## config.mk

```make
export PLATFORM = sky130hd
export DESIGN_NAME = bbf_cfg
export DESIGN_NICKNAME = d
export VERILOG_FILES = /design/src/rtl/core/bbf_pkg.sv /design/src/rtl/core/bbf_cfg.sv
export SDC_FILE = /design/constraint.sdc
export NUM_CORES = 1
export LEC_CHECK = 0
export ABC_CLOCK_PERIOD_IN_PS = 2450
export BUFFER_PORTS_ARGS = -buffer_cell sky130_fd_sc_hd__buf_2
export CORE_MARGIN = 2
export CORE_UTILIZATION = 30
export CTS_CLUSTER_DIAMETER = 100
export DETAILED_ROUTE_END_ITERATION = 6
export GPL_TIMING_DRIVEN = 0
export HOLD_SLACK_MARGIN = 0.08
export PLACE_DENSITY = 0.64
export SYNTH_ARGS = -nofsm -noshare
export SYNTH_HDL_FRONTEND = slang
export SYNTH_SLANG_ARGS = --single-unit
```

## constraint.sdc

```tcl
create_clock -name clk -period 2.45 [get_ports clk]
set_clock_uncertainty 0.15 [all_clocks]
set_input_delay 0.3675 -clock clk [delete_from_list [all_inputs] [get_ports clk]]
set_output_delay 0.3675 -clock clk [all_outputs]
set_load 0.1 [all_outputs]
```

## src/rtl/core/bbf_pkg.sv

```systemverilog
// Types, constants and helper functions of the box blur filter
`default_nettype none
package bbf_pkg;

  localparam int MAX_KERNEL = 15;
  localparam int MAX_WIDTH  = 2048;

  localparam int COL_W      = $clog2(MAX_WIDTH);        // column index bits
  localparam int ROW_W      = 12;                       // row counter bits
  localparam int SLOT_W     = $clog2(MAX_KERNEL);       // line store row bits
  localparam int LS_ADDR_W  = SLOT_W + COL_W;
  localparam int LS_DEPTH   = MAX_KERNEL * MAX_WIDTH;
  localparam int CS_W       = 12;                       // one channel column sum
  localparam int WS_W       = 16;                       // one channel window sum
  localparam int RECIP_W    = 25;
  localparam int RECIP_SH   = 24;
  localparam int FS_W       = 24;                       // frame step counter
  localparam int DLY_W      = 15;
  localparam int PADDR_W    = 4;

  localparam logic [11:0]       MAX_W_VAL   = 12'(MAX_WIDTH);
  localparam logic [SLOT_W-1:0] LAST_SLOT   = SLOT_W'(MAX_KERNEL - 1);
  localparam logic [7:0]        ALPHA_FULL  = 8'hFF;

  localparam logic [1:0] REG_KERNEL_SIZE  = 2'd0;
  localparam logic [1:0] REG_IMAGE_WIDTH  = 2'd1;
  localparam logic [1:0] REG_IMAGE_HEIGHT = 2'd2;

  localparam logic [3:0]  KERNEL_RST = 4'd3;
  localparam logic [11:0] WIDTH_RST  = 12'd640;
  localparam logic [11:0] HEIGHT_RST = 12'd480;

  typedef enum logic [1:0] {
    ST_IDLE,
    ST_READ,
    ST_UPDATE,
    ST_DIVIDE
  } bbf_state_t;

  typedef struct packed {
    logic [3:0]  kernel_size;
    logic [11:0] image_width;
    logic [11:0] image_height;
  } bbf_cfg_t;

  typedef logic [2:0][CS_W-1:0] bbf_col_t;

  // ceil(2^24 / (k*k)) for odd k; exact truncating quotient for window sums
  function automatic logic [RECIP_W-1:0] bbf_recip(input logic [3:0] k);
    logic [RECIP_W-1:0] r;
    case (k)
      4'd3:    r = 25'd1864136;
      4'd5:    r = 25'd671089;
      4'd7:    r = 25'd342393;
      4'd9:    r = 25'd207127;
      4'd11:   r = 25'd138655;
      4'd13:   r = 25'd99274;
      4'd15:   r = 25'd74566;
      default: r = 25'd16777216;
    endcase
    return r;
  endfunction

endpackage
`default_nettype wire

```

## src/rtl/core/bbf_cfg.sv

```systemverilog
// APB configuration registers of the box blur filter
`default_nettype none
module bbf_cfg (
  input  logic                          clk,
  input  logic                          rst,
  input  logic                          psel,
  input  logic                          penable,
  input  logic                          pwrite,
  input  logic [bbf_pkg::PADDR_W-1:0]   paddr,
  input  logic [31:0]                   pwdata,
  output logic [31:0]                   prdata,
  output logic                          pready,
  output bbf_pkg::bbf_cfg_t             cfg
);
  import bbf_pkg::*;

  logic       wr_en;
  logic [1:0] idx;

  assign pready = 1'b1;
  assign wr_en  = psel && penable && pwrite;
  assign idx    = paddr[PADDR_W-1:2];

  always_ff @(posedge clk) begin
    if (rst) begin
      cfg.kernel_size  <= KERNEL_RST;
      cfg.image_width  <= WIDTH_RST;
      cfg.image_height <= HEIGHT_RST;
    end else if (wr_en) begin
      unique case (idx)
        REG_KERNEL_SIZE:  cfg.kernel_size  <= pwdata[3:0];
        REG_IMAGE_WIDTH:  cfg.image_width  <= pwdata[11:0];
        REG_IMAGE_HEIGHT: cfg.image_height <= pwdata[11:0];
        default: ;
      endcase
    end
  end

  always_comb begin
    unique case (idx)
      REG_KERNEL_SIZE:  prdata = {28'd0, cfg.kernel_size};
      REG_IMAGE_WIDTH:  prdata = {20'd0, cfg.image_width};
      REG_IMAGE_HEIGHT: prdata = {20'd0, cfg.image_height};
      default:          prdata = 32'd0;
    endcase
  end
endmodule
`default_nettype wire

```

==> results of run 1 <==
-- power by group --
group,internal [mW],total [mW],switching (mW)
registers,0.461,0.465,0.00457
logic,0.0760,0.380,0.304
clock network,0.144,0.287,0.143
total,0.681,1.13,0.451
-- final cells by class --
cell class	count	area, µm²	share of cell area, %
multi-input combinational	124	887	42.6
sequential	28	561	26.9
timing repair buffer	55	285	13.7
buffer	31	209	10.0
tap	70	87.6	4.20
clock buffer	4	55.1	2.64
-- through the flow --
| stage | std cells | total power, mW | hold WS (ns) | cell area (µm²) | utilization, % |
|---|---|---|---|---|---|
| 3_3_place_gp | 308 | 0.853 | 0.325 | 2020 | 40.0 |
| 2_1_floorplan | 183 | 0.807 | 0.373 | 1660 | - |
| 5_1_grt | 312 | 1.18 | 0.219 | 2080 | 41.3 |
| 4_1_cts | 312 | 1.14 | 0.211 | 2070 | 41.1 |
| 3_5_place_dp | 308 | 0.854 | 0.325 | 2020 | 40.0 |
| 6_report | 312 | 1.13 | 0.214 | 2080 | 41.3 |
-- layer usage --
metal	share of wire, %	GRT usage [%]	wire, µm
met1	45	18.6	1730
met2	47	22.5	1810
met3	7.1	3.04	273
met4	0.99	3.51	38
met5	0	0	0
-- timing repair --
action                     in CTS  in global routing
setup buffers                   0                  0
setup endpoints to repair       0                  4
resized for setup               0                  4
-- tightest hold or removal path, stage by stage --
cell	delay [ns]
sky130_fd_sc_hd__buf_2	0.10
sky130_fd_sc_hd__nand2b_1	0.06
sky130_fd_sc_hd__mux2i_1	0.07
-- cells by family (layout without fill, tap and decap cells) --
| family | count (synthesis) | after routing |
|---|---|---|
| AOI/OAI and AO/OA | 12 | 12 |
| buffers and inverters | 31 | 90 |
| DFF | 28 | 28 |
| muxes | 32 | 32 |
| other | 2 | 21 |
| and+or+nand+nor | 59 | 59 |
-- final timing paths --
check | cells after the start | slack, ns | endpoint
max | 5 | 0.12 | prdata[7]
min | 3 | 0.21 | cfg[18]$_SDFFE_PP0P_
max reg2reg | 2 | 1.66 | cfg[17]$_SDFFE_PP0P_
min reg2reg | 2 | 0.34 | cfg[13]$_SDFFE_PP0P_
-- placed cells by master, fill, tap and decap left out, types with 4 or more instances in the layout --
master	n
sky130_fd_sc_hd__nand2b_1	31
sky130_fd_sc_hd__a22o_1	8
sky130_fd_sc_hd__conb_1	21
sky130_fd_sc_hd__o21ai_4	4
sky130_fd_sc_hd__mux2i_1	32
sky130_fd_sc_hd__buf_2	53
sky130_fd_sc_hd__clkbuf_8	4
sky130_fd_sc_hd__clkbuf_1	5
sky130_fd_sc_hd__dfxtp_1	28
sky130_fd_sc_hd__nor2_1	15
sky130_fd_sc_hd__buf_4	24
sky130_fd_sc_hd__clkbuf_4	4
sky130_fd_sc_hd__nand2_1	4
-- synth_stat cells, drive strengths merged --
master / count
clkbuf: 5
buf: 26
nand4: 2
nor3: 1
dfxtp: 28
nand2: 4
nor3b: 2
nor2b: 1
nand2b: 31
nor2: 15
nand3: 1
o21ai: 4
mux2i: 32
or3: 1
conb: 2
and2b: 1
a22o: 8
==> results.txt, run 1 <==
----------------------------------------------------
[Finish]
  Largest registers ... cfg: 28 flops
  Nets ... 284
  Diodes inserted ... 0
  Fraction of layout instances using a drive strength above 1 ... 38.4%
  Register with the most flip-flops ... cfg
  Synth-to-Final Area Change ... 35.3%
  Max FFs per register ... 28
  Filler cells ... 532

[Critical path]
  Start point of the critical path ... paddr[3]
  Critical path's top delay family ... buffers and inverters
  Largest driver fanout on the critical path ... 10
  Signal arrival time at the worst endpoint ... 1.81 ns
  Series of cell instances along the critical path ... buf_2 > nor2b_4 > buf_2 > a22o_1 > buf_2
  Most common cell type on the critical path ... sky130_fd_sc_hd__buf_2
  Reg2Reg Launch Point ... cfg[17]$_SDFFE_PP0P_
  Total buffers and inverters traversed by the critical path ... 3
  Worst path slowest cell ... sky130_fd_sc_hd__buf_2
  Type of element capturing the critical path ... output port
  Kind of start point of the critical path ... input pin
  Largest stage delay on the critical path ... 0.42 ns
  Setup CP Type ... in2out
  Required time reported for the critical path endpoint ... 1.93 ns

[Clock network]
  CTS tree ... built
  Maximum buffer depth of the clock tree ... 2
  H-tree depth reported by CTS ... 1
  # clock sinks ... 28
  CTS Root Cell ... sky130_fd_sc_hd__clkbuf_8
  Total clock buffers created by CTS ... 3
  Cts hold-fix bufs ... 0
  Worst skew pair latency ... 0.27 ns
  Clock edge transition at the registers on the reported setup and hold paths ... 0.10 ns

[Yosys]
  Adder-cell share of the synthesized area ... 0%
  Synthesized instance count ... 164
  Synthesized-area fraction occupied by xor and xnor cells ... 0%
  Synthesis-stage register bit count ... 28
  Cell area after synthesis ... 1540 µm²
  Synthesized area per cell ... 9.39 µm²
  Share of synthesized area spent on multiplexers ... 20.8%
  Share of the synthesized area in the top cell type ... 36.4%
  Distinct cell type count after synthesis ... 20
  Fraction of the mapped netlist area in compound gates ... 5.85%
  Warnings, synthesis ... 0
  Register area share after synthesis ... 36.4%
  Post-synth top area cell ... sky130_fd_sc_hd__dfxtp_1
  Basic-gate share of the synthesized area counting and, or, nand and nor cells ... 22.9%
  Combinational family with the most area after synthesis ... simple AND/OR/NAND/NOR gates
  Top cells by area in the synthesized netlist ... sky130_fd_sc_hd__dfxtp_1 (36%), sky130_fd_sc_hd__mux2i_1 (21%), sky130_fd_sc_hd__nand2b_1 (13%), sky130_fd_sc_hd__buf_4 (12%), sky130_fd_sc_hd__a22o_1 (4.5%)

[Power and ir drop]
  Static Leakage ... 1.02 nW
  Power per standard cell area ... 543 nW/µm²
  Maximum resistive drop on vdd ... 0.351 mV

[Drt]
  Via density ... 4.23
  Iteration count of the initial detailed-routing pass ... 4
  WL/cell ... 12.3 µm
  Total Routed Length ... 3850 µm
  Post-route ant nets ... 0
  # DRC ... 0
  Routed via count ... 1320
  Number of design-rule violations left by the first detailed-router iteration ... 14

[Floorplan]
  Vertical extent of the die ... 75.7 µm
  # IOs ... 102
  Site row count ... 26
  Die X ... 75.7 µm
  Starting Density ... 30.5%
  Core area ... 5040 µm²
  Die Outline Area ... 5720 µm²

[Global routing]
  Grt total ovfl ... 0
  Total GRT Usage ... 13.8%
  Initial antenna violation count ... 0
  Wire length of the first global-routing pass ... 6010 µm
  Via count of the first global-routing pass ... 1240
  Largest net degree at the start of global routing ... 16

[Timing]
  Setup repair after global routing missed its margin ... no
  Total setup violations reported at the end of the flow ... 0
  Final Critical Period ... 2.33 ns
  Final worst path period share ... 95.0%
  Fmax ... 0.429 GHz
  Max-slew violation count ... 0
  Total negative slack for setup checks ... 0 ns
  Final critical-path setup slack ... 0.121 ns
  Final hold violation count ... 0

[Run]
  Max Cap Violations ... 0

[Outcome]
  Status ... complete, no violations

[Placed design]
  Post-placement worst setup slack ... 0.0640 ns
  Number of input and output port buffers inserted ... 55
  Routability Congestion ... 0.731
  Estimated wirelength of the detail-placed design ... 2900 µm

[Min path]
  Beginning of the worst hold path ... pwdata[6]
  Min-Delay Path Class ... in2reg

----------------------------------------------------
No activity file was read; power rests on OpenSTA's default activity.
==> run 2, diff against run 1 <==
--- a/config.mk
+++ b/config.mk
@@ -7,7 +7,7 @@
 export LEC_CHECK = 0
 export ABC_CLOCK_PERIOD_IN_PS = 2450
 export BUFFER_PORTS_ARGS = -buffer_cell sky130_fd_sc_hd__buf_2
-export CORE_MARGIN = 2
+export CORE_MARGIN = 3
 export CORE_UTILIZATION = 30
 export CTS_CLUSTER_DIAMETER = 100
 export DETAILED_ROUTE_END_ITERATION = 6
==> results.txt, run 2 (same netlist as run 1, synthesis figures left out) <==
----------------------------------------------------
[Timing]
  Setup repair after global routing missed its margin ... no
  Fmax ... 0.427 GHz
  Final Critical Period ... 2.34 ns
  Final hold violation count ... 0
  Max-slew violation count ... 0
  Final critical-path setup slack ... 0.111 ns
  Fin Hold WS ... 0.199 ns
  Total setup violations reported at the end of the flow ... 0
  Total negative slack for setup checks ... 0 ns
  Final worst path period share ... 95.5%

[Drt]
  Post-route ant nets ... 0
  Via density ... 4.19
  Routed via count ... 1294
  Wire length on met3 ... 321 µm
  Uppermost layer routed ... met4
  WL/cell ... 12.7 µm
  Met2 wirelength from detailed routing ... 1830 µm
  Routed met1 length ... 1730 µm
  Iteration count of the initial detailed-routing pass ... 3
  Number of design-rule violations left by the first detailed-router iteration ... 39
  # DRC ... 0
  Total Routed Length ... 3910 µm

[Power and ir drop]
  Switching pwr ... 455 µW
  Power per standard cell area ... 546 nW/µm²
  Post-route total power ... 1.14 mW
  Internal ... 681 µW
  Combinational Power Share ... 33.4%
  Sequential group share of total power ... 40.9%
  Static Leakage ... 1.02 nW
  Maximum resistive drop on vdd ... 0.236 mV
  Fraction of power spent switching nets ... 40.0%
  Clock Power Share ... 25.7%

[Critical path]
  Critical path's top delay family ... buffers and inverters
  Reg2Reg Capture Point ... cfg[5]$_SDFFE_PP1P_
  Worst path slowest cell ... sky130_fd_sc_hd__buf_2
  Total buffers and inverters traversed by the critical path ... 3
  Reg2Reg Launch Point ... cfg[5]$_SDFFE_PP1P_
  Most common cell type on the critical path ... sky130_fd_sc_hd__buf_2
  Setup CP Type ... in2out
  Required time reported for the critical path endpoint ... 1.93 ns
  Signal arrival time at the worst endpoint ... 1.82 ns
  Series of cell instances along the critical path ... buf_2 > nor2b_4 > buf_2 > a22o_1 > buf_2
  Kind of start point of the critical path ... input pin
  Flop-to-flop setup slack ... 1.66 ns
  Worst path depth ... 5
  Type of element capturing the critical path ... output port
  Largest stage delay on the critical path ... 0.42 ns
  Largest driver fanout on the critical path ... 10
  FF-to-FF path depth ... 2

[Clock network]
  # clock sinks ... 28
  Maximum buffer depth of the clock tree ... 2
  Cts hold-fix bufs ... 0
  Worst skew pair latency ... 0.27 ns
  Total clock buffers created by CTS ... 3
  H-tree depth reported by CTS ... 1
  Clock edge transition at the registers on the reported setup and hold paths ... 0.10 ns
  CTS Root Cell ... sky130_fd_sc_hd__clkbuf_8
  CTS tree ... built

[Finish]
  Nets ... 284
  Final instance area ... 2080 µm²
  Most frequent standard cell in the layout excluding fill and tap cells ... sky130_fd_sc_hd__buf_2
  Fraction of layout instances using a drive strength above 1 ... 38.4%
  Highest-count cells in the layout ignoring fill and taps ... sky130_fd_sc_hd__buf_2 (52), sky130_fd_sc_hd__mux2i_1 (32), sky130_fd_sc_hd__nand2b_1 (31)
  Largest registers ... cfg: 28 flops
  Register with the most flip-flops ... cfg
  Max FFs per register ... 28
  Diodes inserted ... 0
  Synth-to-Final Area Change ... 35.3%

[Min path]
  Beginning of the worst hold path ... pwdata[8]
  Worst hold path stage count ... 3
  Hold worst-path end ... cfg[20]$_SDFFE_PP0P_
  Min-Delay Path Class ... in2reg

[Global routing]
  Largest net degree at the start of global routing ... 16
  Initial antenna violation count ... 0
  Via count of the first global-routing pass ... 1206
  Wire length of the first global-routing pass ... 6160 µm
  Total GRT Usage ... 12.7%
  Grt total ovfl ... 0

[Run]
  Max Cap Violations ... 0

[Floorplan]
  Die Outline Area ... 6030 µm²
  Vertical extent of the die ... 77.7 µm
  Die X ... 77.7 µm
  Starting Density ... 31.8%
  # IOs ... 102
  Site row count ... 25
  Core area ... 4850 µm²

[Outcome]
  Status ... complete, no violations

[Placed design]
  Post-placement worst setup slack ... 0.0344 ns
  Estimated wirelength of the detail-placed design ... 2970 µm
  Placement-stage cell area ... 2020 µm²
  Routability Congestion ... 0.680
  Number of input and output port buffers inserted ... 55

----------------------------------------------------
-- run 2: changes by cell type in the layout (fill, tap and decap cells not counted), sizes merged --
cell,delta
clkbuf,+1
buf,-1
-- run 2: how the worst max path moves through the flow --
stage                      end  slack (ns)                  from
floorplan           prdata[10]        0.08  cfg[22]$_SDFFE_PP0P_
global placement     prdata[1]        0.04              paddr[3]
detailed placement   prdata[1]        0.03              paddr[3]
CTS                  prdata[1]        0.03              paddr[3]
global route        prdata[10]       0.004              paddr[3]
finish               prdata[4]        0.11              paddr[3]
-- run 2: timing repair --
action	in CTS	in global routing
gates resized for setup	0	5
setup endpoints to repair	0	5
buffers inserted	0	0
-- run 2: per-layer routing --
metal	global-route usage, %	vias up
li1	-	659
met4	2.67	0
met3	3.36	4
met2	20.5	53
met1	17.0	578
met5	0	-
-- run 2: power by group through the flow --
stage               clock, mW  combinational, mW  sequential, mW
floorplan                   0              0.289           0.518
global placement            0              0.378           0.476
detailed placement          0              0.378           0.476
CTS                     0.298              0.379           0.465
global route            0.316              0.394           0.467
finish                  0.292              0.379           0.465
-- run 2: per-stage QoR --
stage               cells  util, %
finish                309     43.0
global placement      305     41.6
detailed placement    305     41.6
global route          309     43.0
CTS                   309     42.7
floorplan             183        -
-- run 2: worst min-delay path, cell delays in order --
cell and delay (ns):
sky130_fd_sc_hd__buf_2 0.11, sky130_fd_sc_hd__nand2b_1 0.06, sky130_fd_sc_hd__mux2i_1 0.06
-- run 2: cell type report --
type	instances	area [µm²]
repair buffers	55	288
flip-flops and latches	28	561
well taps	67	83.8
plain buffers	31	209
multi-input cells	124	887
fillers	502	2770
clock buffers	4	55.1
